==> src/hw/rtl/utf8v_pkg.sv <==
// Package: shared types and constants for the UTF-8 tag value validator.
package utf8v_pkg;

  localparam int unsigned LEN_BITS_DEF = 17;
  localparam int unsigned MAX_LEN_W    = 16;
  localparam int unsigned KEPT_W       = 17;
  localparam logic [MAX_LEN_W-1:0] MAX_LEN_RST = 16'd4096;

  localparam logic [7:0] CONT_MASK  = 8'hC0;
  localparam logic [7:0] CONT_TAG   = 8'h80;
  localparam logic [7:0] LEAD2_LO   = 8'hC2;
  localparam logic [7:0] LEAD2_HI   = 8'hDF;
  localparam logic [7:0] LEAD3_LO   = 8'hE0;
  localparam logic [7:0] LEAD3_HI   = 8'hEF;
  localparam logic [7:0] LEAD3_SURR = 8'hED;
  localparam logic [7:0] LEAD4_LO   = 8'hF0;
  localparam logic [7:0] LEAD4_HI   = 8'hF4;
  localparam logic [7:0] CONT_A0    = 8'hA0;
  localparam logic [7:0] CONT_90    = 8'h90;

  typedef enum logic [2:0] {
    LC_NONE = 3'd0,
    LC_E0   = 3'd1,
    LC_ED   = 3'd2,
    LC_F0   = 3'd3,
    LC_F4   = 3'd4
  } lead_class_t;

  typedef struct packed {
    logic [1:0]  pending_cont;
    lead_class_t lead_class;
    logic        seq_error;
    logic        nul_seen;
  } dec_state_t;

  localparam dec_state_t DEC_STATE_CLR = '{
    pending_cont: 2'd0,
    lead_class:   LC_NONE,
    seq_error:    1'b0,
    nul_seen:     1'b0
  };

endpackage

==> src/hw/rtl/utf8v_step.sv <==
// Combinational per-byte decoder step, length counters and end-of-value verdict.
module utf8v_step import utf8v_pkg::*; #(
  parameter int unsigned LEN_BITS = LEN_BITS_DEF
) (
  input  dec_state_t           state_i,
  input  logic [LEN_BITS-1:0]  total_i,
  input  logic [LEN_BITS-1:0]  prefix_i,
  input  logic [7:0]           data_byte_i,
  input  logic                 has_byte_i,
  input  logic                 last_i,
  input  logic [MAX_LEN_W-1:0] max_len_i,
  output dec_state_t           state_o,
  output logic [LEN_BITS-1:0]  total_o,
  output logic [LEN_BITS-1:0]  prefix_o,
  output logic                 valid_res_o,
  output logic [KEPT_W-1:0]    kept_len_o
);

  localparam logic [LEN_BITS-1:0] SAT_MAX = LEN_BITS'(1) << (LEN_BITS - 1);
  localparam int unsigned CMP_W = (LEN_BITS > MAX_LEN_W) ? LEN_BITS : MAX_LEN_W;

  dec_state_t          chk;
  dec_state_t          upd;
  logic [LEN_BITS-1:0] total_upd;
  logic [LEN_BITS-1:0] prefix_upd;
  logic                keep;
  logic                bad;

  always_comb begin
    chk = state_i;
    bad = 1'b0;
    if (!state_i.seq_error) begin
      if (state_i.pending_cont != 2'd0) begin
        bad = (data_byte_i & CONT_MASK) != CONT_TAG;
        unique case (state_i.lead_class)
          LC_E0:   bad = bad || (data_byte_i < CONT_A0);
          LC_ED:   bad = bad || (data_byte_i >= CONT_A0);
          LC_F0:   bad = bad || (data_byte_i < CONT_90);
          LC_F4:   bad = bad || (data_byte_i >= CONT_90);
          default: bad = bad;
        endcase
        chk.lead_class = LC_NONE;
        if (bad) begin
          chk.seq_error    = 1'b1;
          chk.pending_cont = 2'd0;
        end else begin
          chk.pending_cont = state_i.pending_cont - 2'd1;
        end
      end else if (data_byte_i < CONT_TAG) begin
        chk = state_i;
      end else if (data_byte_i >= LEAD2_LO && data_byte_i <= LEAD2_HI) begin
        chk.pending_cont = 2'd1;
        chk.lead_class   = LC_NONE;
      end else if (data_byte_i >= LEAD3_LO && data_byte_i <= LEAD3_HI) begin
        chk.pending_cont = 2'd2;
        if (data_byte_i == LEAD3_LO) begin
          chk.lead_class = LC_E0;
        end else if (data_byte_i == LEAD3_SURR) begin
          chk.lead_class = LC_ED;
        end else begin
          chk.lead_class = LC_NONE;
        end
      end else if (data_byte_i >= LEAD4_LO && data_byte_i <= LEAD4_HI) begin
        chk.pending_cont = 2'd3;
        if (data_byte_i == LEAD4_LO) begin
          chk.lead_class = LC_F0;
        end else if (data_byte_i == LEAD4_HI) begin
          chk.lead_class = LC_F4;
        end else begin
          chk.lead_class = LC_NONE;
        end
      end else begin
        chk.seq_error = 1'b1;
      end
    end
  end

  assign keep = has_byte_i && !state_i.nul_seen && (data_byte_i != 8'd0);

  always_comb begin
    upd        = state_i;
    total_upd  = total_i;
    prefix_upd = prefix_i;
    if (has_byte_i) begin
      if (total_i < SAT_MAX) begin
        total_upd = total_i + LEN_BITS'(1);
      end
      if (!state_i.nul_seen && data_byte_i == 8'd0) begin
        upd.nul_seen = 1'b1;
      end
      if (keep) begin
        upd = chk;
        if (prefix_i < SAT_MAX) begin
          prefix_upd = prefix_i + LEN_BITS'(1);
        end
      end
    end
  end

  assign valid_res_o = !upd.seq_error && (upd.pending_cont == 2'd0) &&
                       (CMP_W'(total_upd) <= CMP_W'(max_len_i));
  assign kept_len_o  = KEPT_W'(prefix_upd);

  assign state_o  = last_i ? DEC_STATE_CLR : upd;
  assign total_o  = last_i ? '0 : total_upd;
  assign prefix_o = last_i ? '0 : prefix_upd;

endmodule

==> src/hw/rtl/utf8v_out_stage.sv <==
// Result register that holds a verdict until the downstream side takes it.
module utf8v_out_stage import utf8v_pkg::*; (
  input  logic              clk,
  input  logic              rst_n,
  input  logic              load_i,
  input  logic              valid_res_i,
  input  logic [KEPT_W-1:0] kept_len_i,
  output logic              free_o,
  output logic              out_valid,
  input  logic              out_stall,
  output logic              out_valid_res,
  output logic [KEPT_W-1:0] out_kept_len
);

  logic              valid_r;
  logic              valid_nxt;
  logic              res_r;
  logic [KEPT_W-1:0] len_r;

  assign free_o = !valid_r || !out_stall;

  always_comb begin
    if (load_i) begin
      valid_nxt = 1'b1;
    end else if (out_stall) begin
      valid_nxt = valid_r;
    end else begin
      valid_nxt = 1'b0;
    end
  end

  always_ff @(posedge clk) begin
    if (!rst_n) begin
      valid_r <= 1'b0;
    end else begin
      valid_r <= valid_nxt;
    end
  end

  always_ff @(posedge clk) begin
    if (load_i) begin
      res_r <= valid_res_i;
      len_r <= kept_len_i;
    end
  end

  assign out_valid     = valid_r;
  assign out_valid_res = res_r;
  assign out_kept_len  = len_r;

endmodule

==> src/hw/rtl/utf8_tag_value_validator.sv <==
// Top level of the UTF-8 tag value validator: input register, decoder state and result stage.
//
//   Channel | Direction | Handshake           | Payload
//   in_     | input     | in_valid, in_stall  | in_data_byte, in_has_byte, in_last
//   out_    | output    | out_valid, out_stall| out_valid_res, out_kept_len
//   cfg_    | input     | cfg_we              | cfg_wdata (max_value_len)
//
// One byte is taken every cycle unless in_stall is high; a result goes from the input register
// to the result register. The decoder state and counters update from the input register.
// Reset is synchronous and clears the state; max_value_len returns to 4096.
// A stalled result holds the input register only when it carries a last item.
module utf8_tag_value_validator import utf8v_pkg::*; #(
  parameter int unsigned LEN_BITS = LEN_BITS_DEF
) (
  input  logic                 clk,
  input  logic                 rst_n,
  input  logic                 cfg_we,
  input  logic [MAX_LEN_W-1:0] cfg_wdata,
  input  logic                 in_valid,
  output logic                 in_stall,
  input  logic [7:0]           in_data_byte,
  input  logic                 in_has_byte,
  input  logic                 in_last,
  output logic                 out_valid,
  input  logic                 out_stall,
  output logic                 out_valid_res,
  output logic [KEPT_W-1:0]    out_kept_len
);

  logic [MAX_LEN_W-1:0] max_len_r;
  logic                 s1_valid_r;
  logic [7:0]           s1_byte_r;
  logic                 s1_has_r;
  logic                 s1_last_r;
  logic                 s1_adv;
  logic                 in_take;
  logic                 out_free;

  dec_state_t           state_r;
  dec_state_t           state_nxt;
  logic [LEN_BITS-1:0]  total_r;
  logic [LEN_BITS-1:0]  total_nxt;
  logic [LEN_BITS-1:0]  prefix_r;
  logic [LEN_BITS-1:0]  prefix_nxt;
  logic                 res_valid;
  logic [KEPT_W-1:0]    res_len;

  assign s1_adv   = s1_valid_r && (!s1_last_r || out_free);
  assign in_stall = s1_valid_r && !s1_adv;
  assign in_take  = in_valid && !in_stall;

  always_ff @(posedge clk) begin
    if (!rst_n) begin
      max_len_r <= MAX_LEN_RST;
    end else if (cfg_we) begin
      max_len_r <= cfg_wdata;
    end
  end

  always_ff @(posedge clk) begin
    if (!rst_n) begin
      s1_valid_r <= 1'b0;
    end else if (in_take) begin
      s1_valid_r <= 1'b1;
    end else if (s1_adv) begin
      s1_valid_r <= 1'b0;
    end
  end

  always_ff @(posedge clk) begin
    if (in_take) begin
      s1_byte_r <= in_data_byte;
      s1_has_r  <= in_has_byte;
      s1_last_r <= in_last;
    end
  end

  utf8v_step #(
    .LEN_BITS (LEN_BITS)
  ) u_step (
    .state_i     (state_r),
    .total_i     (total_r),
    .prefix_i    (prefix_r),
    .data_byte_i (s1_byte_r),
    .has_byte_i  (s1_has_r),
    .last_i      (s1_last_r),
    .max_len_i   (max_len_r),
    .state_o     (state_nxt),
    .total_o     (total_nxt),
    .prefix_o    (prefix_nxt),
    .valid_res_o (res_valid),
    .kept_len_o  (res_len)
  );

  always_ff @(posedge clk) begin
    if (!rst_n) begin
      state_r  <= DEC_STATE_CLR;
      total_r  <= '0;
      prefix_r <= '0;
    end else if (s1_adv) begin
      state_r  <= state_nxt;
      total_r  <= total_nxt;
      prefix_r <= prefix_nxt;
    end
  end

  utf8v_out_stage u_out (
    .clk           (clk),
    .rst_n         (rst_n),
    .load_i        (s1_adv && s1_last_r),
    .valid_res_i   (res_valid),
    .kept_len_i    (res_len),
    .free_o        (out_free),
    .out_valid     (out_valid),
    .out_stall     (out_stall),
    .out_valid_res (out_valid_res),
    .out_kept_len  (out_kept_len)
  );

endmodule
==> config.mk <==
export PLATFORM = sky130hd
export DESIGN_NAME = utf8_tag_value_validator
export DESIGN_NICKNAME = d
export VERILOG_FILES = /design/src/hw/rtl/utf8v_pkg.sv /design/src/hw/rtl/utf8v_step.sv /design/src/hw/rtl/utf8v_out_stage.sv /design/src/hw/rtl/utf8_tag_value_validator.sv
export SDC_FILE = /design/constraint.sdc
export NUM_CORES = 1
export LEC_CHECK = 0
export BUFFER_PORTS_ARGS = -buffer_cell sky130_fd_sc_hd__buf_2
export CORE_ASPECT_RATIO = 0.6
export CORE_MARGIN = 2
export CORE_UTILIZATION = 40
export DETAILED_ROUTE_END_ITERATION = 8
export RECOVER_POWER = 25
export SYNTH_ARGS = -nofsm -noshare
export SYNTH_HDL_FRONTEND = slang
export SYNTH_SLANG_ARGS = --single-unit
==> constraint.sdc <==
create_clock -name clk -period 5.46 [get_ports clk]
set_input_delay 0 -clock clk [delete_from_list [all_inputs] [get_ports clk]]
set_output_delay 0 -clock clk [all_outputs]
set_load 0.05 [all_outputs]
==> impl_metrics.env <==
export IMPL_cp_start_kind="flop"
export IMPL_detail_route_iter0_violations=322
export IMPL_vias=3875
export IMPL_crit_slowest_cell="nor2b_1"
export IMPL_synthArstFlopShare_pct=0
export IMPL_antenna_found_initial=0
export IMPL_min_from="cfg_we"
export IMPL_drtPass1Iterations=4
export IMPL_final_cell_area_um2=5520
export IMPL_core_area_um2=11300
export IMPL_ys_warn_count=0
export IMPL_cts_buffers=9
export IMPL_gr_total_overflow=0
export IMPL_critPathMaxStageDelay_ps=580
export IMPL_io_pin_count=51
export IMPL_initial_core_util_pct=41.0
export IMPL_syn_inst=487
export IMPL_fin_setup_tns_ps=0
export IMPL_worstReg2RegStart="s1_has_r"
export IMPL_cp_required_ps=5550
export IMPL_path_cells="nor2b_1, nand4_4, nor2_4, nand3_1, xnor2_1, ha_1, nand4_1, nor4_1, a221oi_1, o21ai_0, o21ai_0, nor4_1"
export IMPL_synth_edf_count=28
export IMPL_relSlewSlack_pct=-0.649
export IMPL_postSynthAreaPerCell_um2=9.52
export IMPL_cp_top_family="simple AND/OR/NAND/NOR gates"
export IMPL_fin_util_pct=48.8
export IMPL_ys_seq_area_share_pct=43.6
export IMPL_dp_hpwl_um=7580
export IMPL_period_share_pct=62.0
export IMPL_place_area_um2=4980
export IMPL_final_common_cell="dfxtp_1"
export IMPL_cp_max_fo=9
export IMPL_crit_path_end_kind="flop"
export IMPL_ant_nets=0
export IMPL_synth_flop_cell="dfxtp_1"
export IMPL_place_ws_ps=2170
export IMPL_power_density_nw_per_um2=255
export IMPL_rsz0062_at_grt="no"
export IMPL_routed_via_density=5.40
export IMPL_drive_above_1_share_pct=12.0
export IMPL_synth_nets=537
export IMPL_clkSinkCount=87
export IMPL_setup_viol=0
export IMPL_grtUsageTotal_pct=19.0
export IMPL_grt_pass1_wl_um=18800
export IMPL_crit_start="s1_has_r"
export IMPL_finalCriticalPeriod_ps=3390
export IMPL_grt_max_degree=46
export IMPL_netlist_area_um2=4630
export IMPL_wl_met2_um=4790
export IMPL_status="finished with violations"
export IMPL_fmax_mhz=295
export IMPL_die_w_um=143
export IMPL_highest_layer="met4"
export IMPL_layoutNonFillerInstCount=717
export IMPL_layout_common_cells="dfxtp_1, nor2_1, nand2_1, buf_2"
export IMPL_hp_class="input pin to flop"
export IMPL_clk_pin_slew_ps=70
export IMPL_tightest_slew_ps=1510
export IMPL_port_buffers=50
export IMPL_ctsLongestPathBuffers=2
export IMPL_path_class="flop to flop"
export IMPL_cts_root_buf="clkbuf_16"
export IMPL_fin_ws_ps=2070
export IMPL_hold_viol_final=0
export IMPL_cts_tree="done"
export IMPL_layout_nets=602
export IMPL_htreeDepth=3
export IMPL_power_leakage_nw=2.17
export IMPL_area_delta_synth_final_pct=19.1
export IMPL_routed_wl_um=11100
export IMPL_die_y_um=87.4
export IMPL_rows=30
export IMPL_num_antenna_cells=0
export IMPL_skew_ps=8.08
export IMPL_met1_length_um=5660
export IMPL_vdd_ir_drop_max_mv=0.193
export IMPL_dieArea_um2=12500
export IMPL_place_inst=673
export IMPL_clock_latency_ps=340
export IMPL_ys_ff_latch=87
export IMPL_drc=0
export IMPL_yosysUniqueCellTypes=67
export IMPL_gp_congestion=0.859
export IMPL_arrival_ps=3480
export IMPL_wl_per_cell_um=15.4
export IMPL_met3WireLength_um=540
export IMPL_slew_violations=46
export IMPL_failed_checks="max-capacitance violations, max-slew violations"
export IMPL_drv_cap=1
export IMPL_path_buf_inv=0
export IMPL_first_global_vias=3766
-- worst register-to-register path, delay by kind of cell (launching register included) --
kind / cells / cell delay (ps)
xor+xnor: 1 / 270
compound gates: 3 / 600
flops: 1 / 460
simple gates: 7 / 1520
fa+ha+maj: 1 / 280
-- synthesized netlist by cell type (all sizes together) (2+ instances only) --
cell    count  area share, %
a211o       2           0.38
a211oi      3           0.86
a21o        4           0.65
a21oi      29            3.2
a22oi       9            1.5
a311oi      2           0.38
a31oi       8            1.1
a32o        6            1.3
a41oi       3           0.73
and2        6           0.86
and3        8            1.2
and4        6            1.1
buf         7            1.1
clkbuf     20            1.6
dfxtp      59             25
edfxtp     28             18
ha         19            5.1
inv        21            1.7
mux2        2           0.49
mux2i      20            4.3
nand2      36            3.0
nand2b      3           0.41
nand3      14            1.5
nand3b      2           0.32
nand4       9            1.7
nand4b      6            1.1
nor2       51            4.3
nor2b       5           0.67
nor3        7           0.76
nor3b       3           0.49
nor4        6            1.5
o211ai      6           0.97
o21ai      23            2.5
or3         9            1.2
xnor2      19            3.6
xor2       11            2.1
-- power breakdown --
group,internal [W],total (W),leakage (nW),switching (W)
Sequential,0.000685,0.000701,0.736,0.0000162
Clock,0.000318,0.000573,0.131,0.000256
Combinational,0.0000530,0.000135,1.30,0.0000817
-- stage by stage --
step | hold WS (ps) | total power (W)
after global placement | 177 | 0.000832
after global routing | 202 | 0.00147
final | 173 | 0.00141
after CTS | 95.7 | 0.00142
after detailed placement | 178 | 0.000834
after floorplan | 98.9 | 0.000797
-- final timing paths --
check	endpoint	slack [ps]	depth (start not counted)
setup / recovery	u_out.out_valid_res	2070	12
hold / removal	max_len_r[12]	170	3
setup reg to reg	u_out.out_valid_res	2070	12
hold reg to reg	state_r[6]	480	2
-- per-layer routing --
layer  track usage [%]  vias to the layer above
li1                  -                     1915
met1              27.6                     1865
met2              29.1                       88
met3              4.40                        7
met4              3.87                        0
met5                 0                        -
-- what timing repair did --
| action | in CTS | in global routing |
|---|---|---|
| buffers inserted | 0 | 0 |
| endpoints found under the hold margin | 28 | 0 |
| hold buffers | 28 | 0 |
| gates resized for setup | 0 | 0 |
-- layout make-up --
| cell class | count | area (um2) |
|---|---|---|
| Timing Repair Buffer | 81 | 533 |
| Tap cell | 160 | 200 |
| Inverter | 21 | 78.8 |
| Multi-Input combinational cell | 352 | 2410 |
| Clock inverter | 6 | 36.3 |
| Clock buffer | 10 | 239 |
| Fill cell | 1078 | 5780 |
| Sequential cell | 87 | 2020 |
-- sequential cells by signal (all words and copies together) (netlist names), 7 cells and up --
signal and cells:
prefix_r 17, total_r 17, u_out.out_kept_len 17, max_len_r 16, s1_byte_r 8, state_r 7
-- kinds of logic (layout without fill, tap and decap cells) --
logic type	Yosys count	after routing	share of synthesized area, %
DFF	87	87	43.6
muxes	22	22	4.81
AOI/OAI and AO/OA	105	105	15.4
xor gates and xnor gates	30	30	5.67
adders and majority gates	19	19	5.13
and+or+nand+nor	176	176	21.0
buffers and inverters	48	118	4.40
Note: power is estimated with default switching activity, not from simulation.
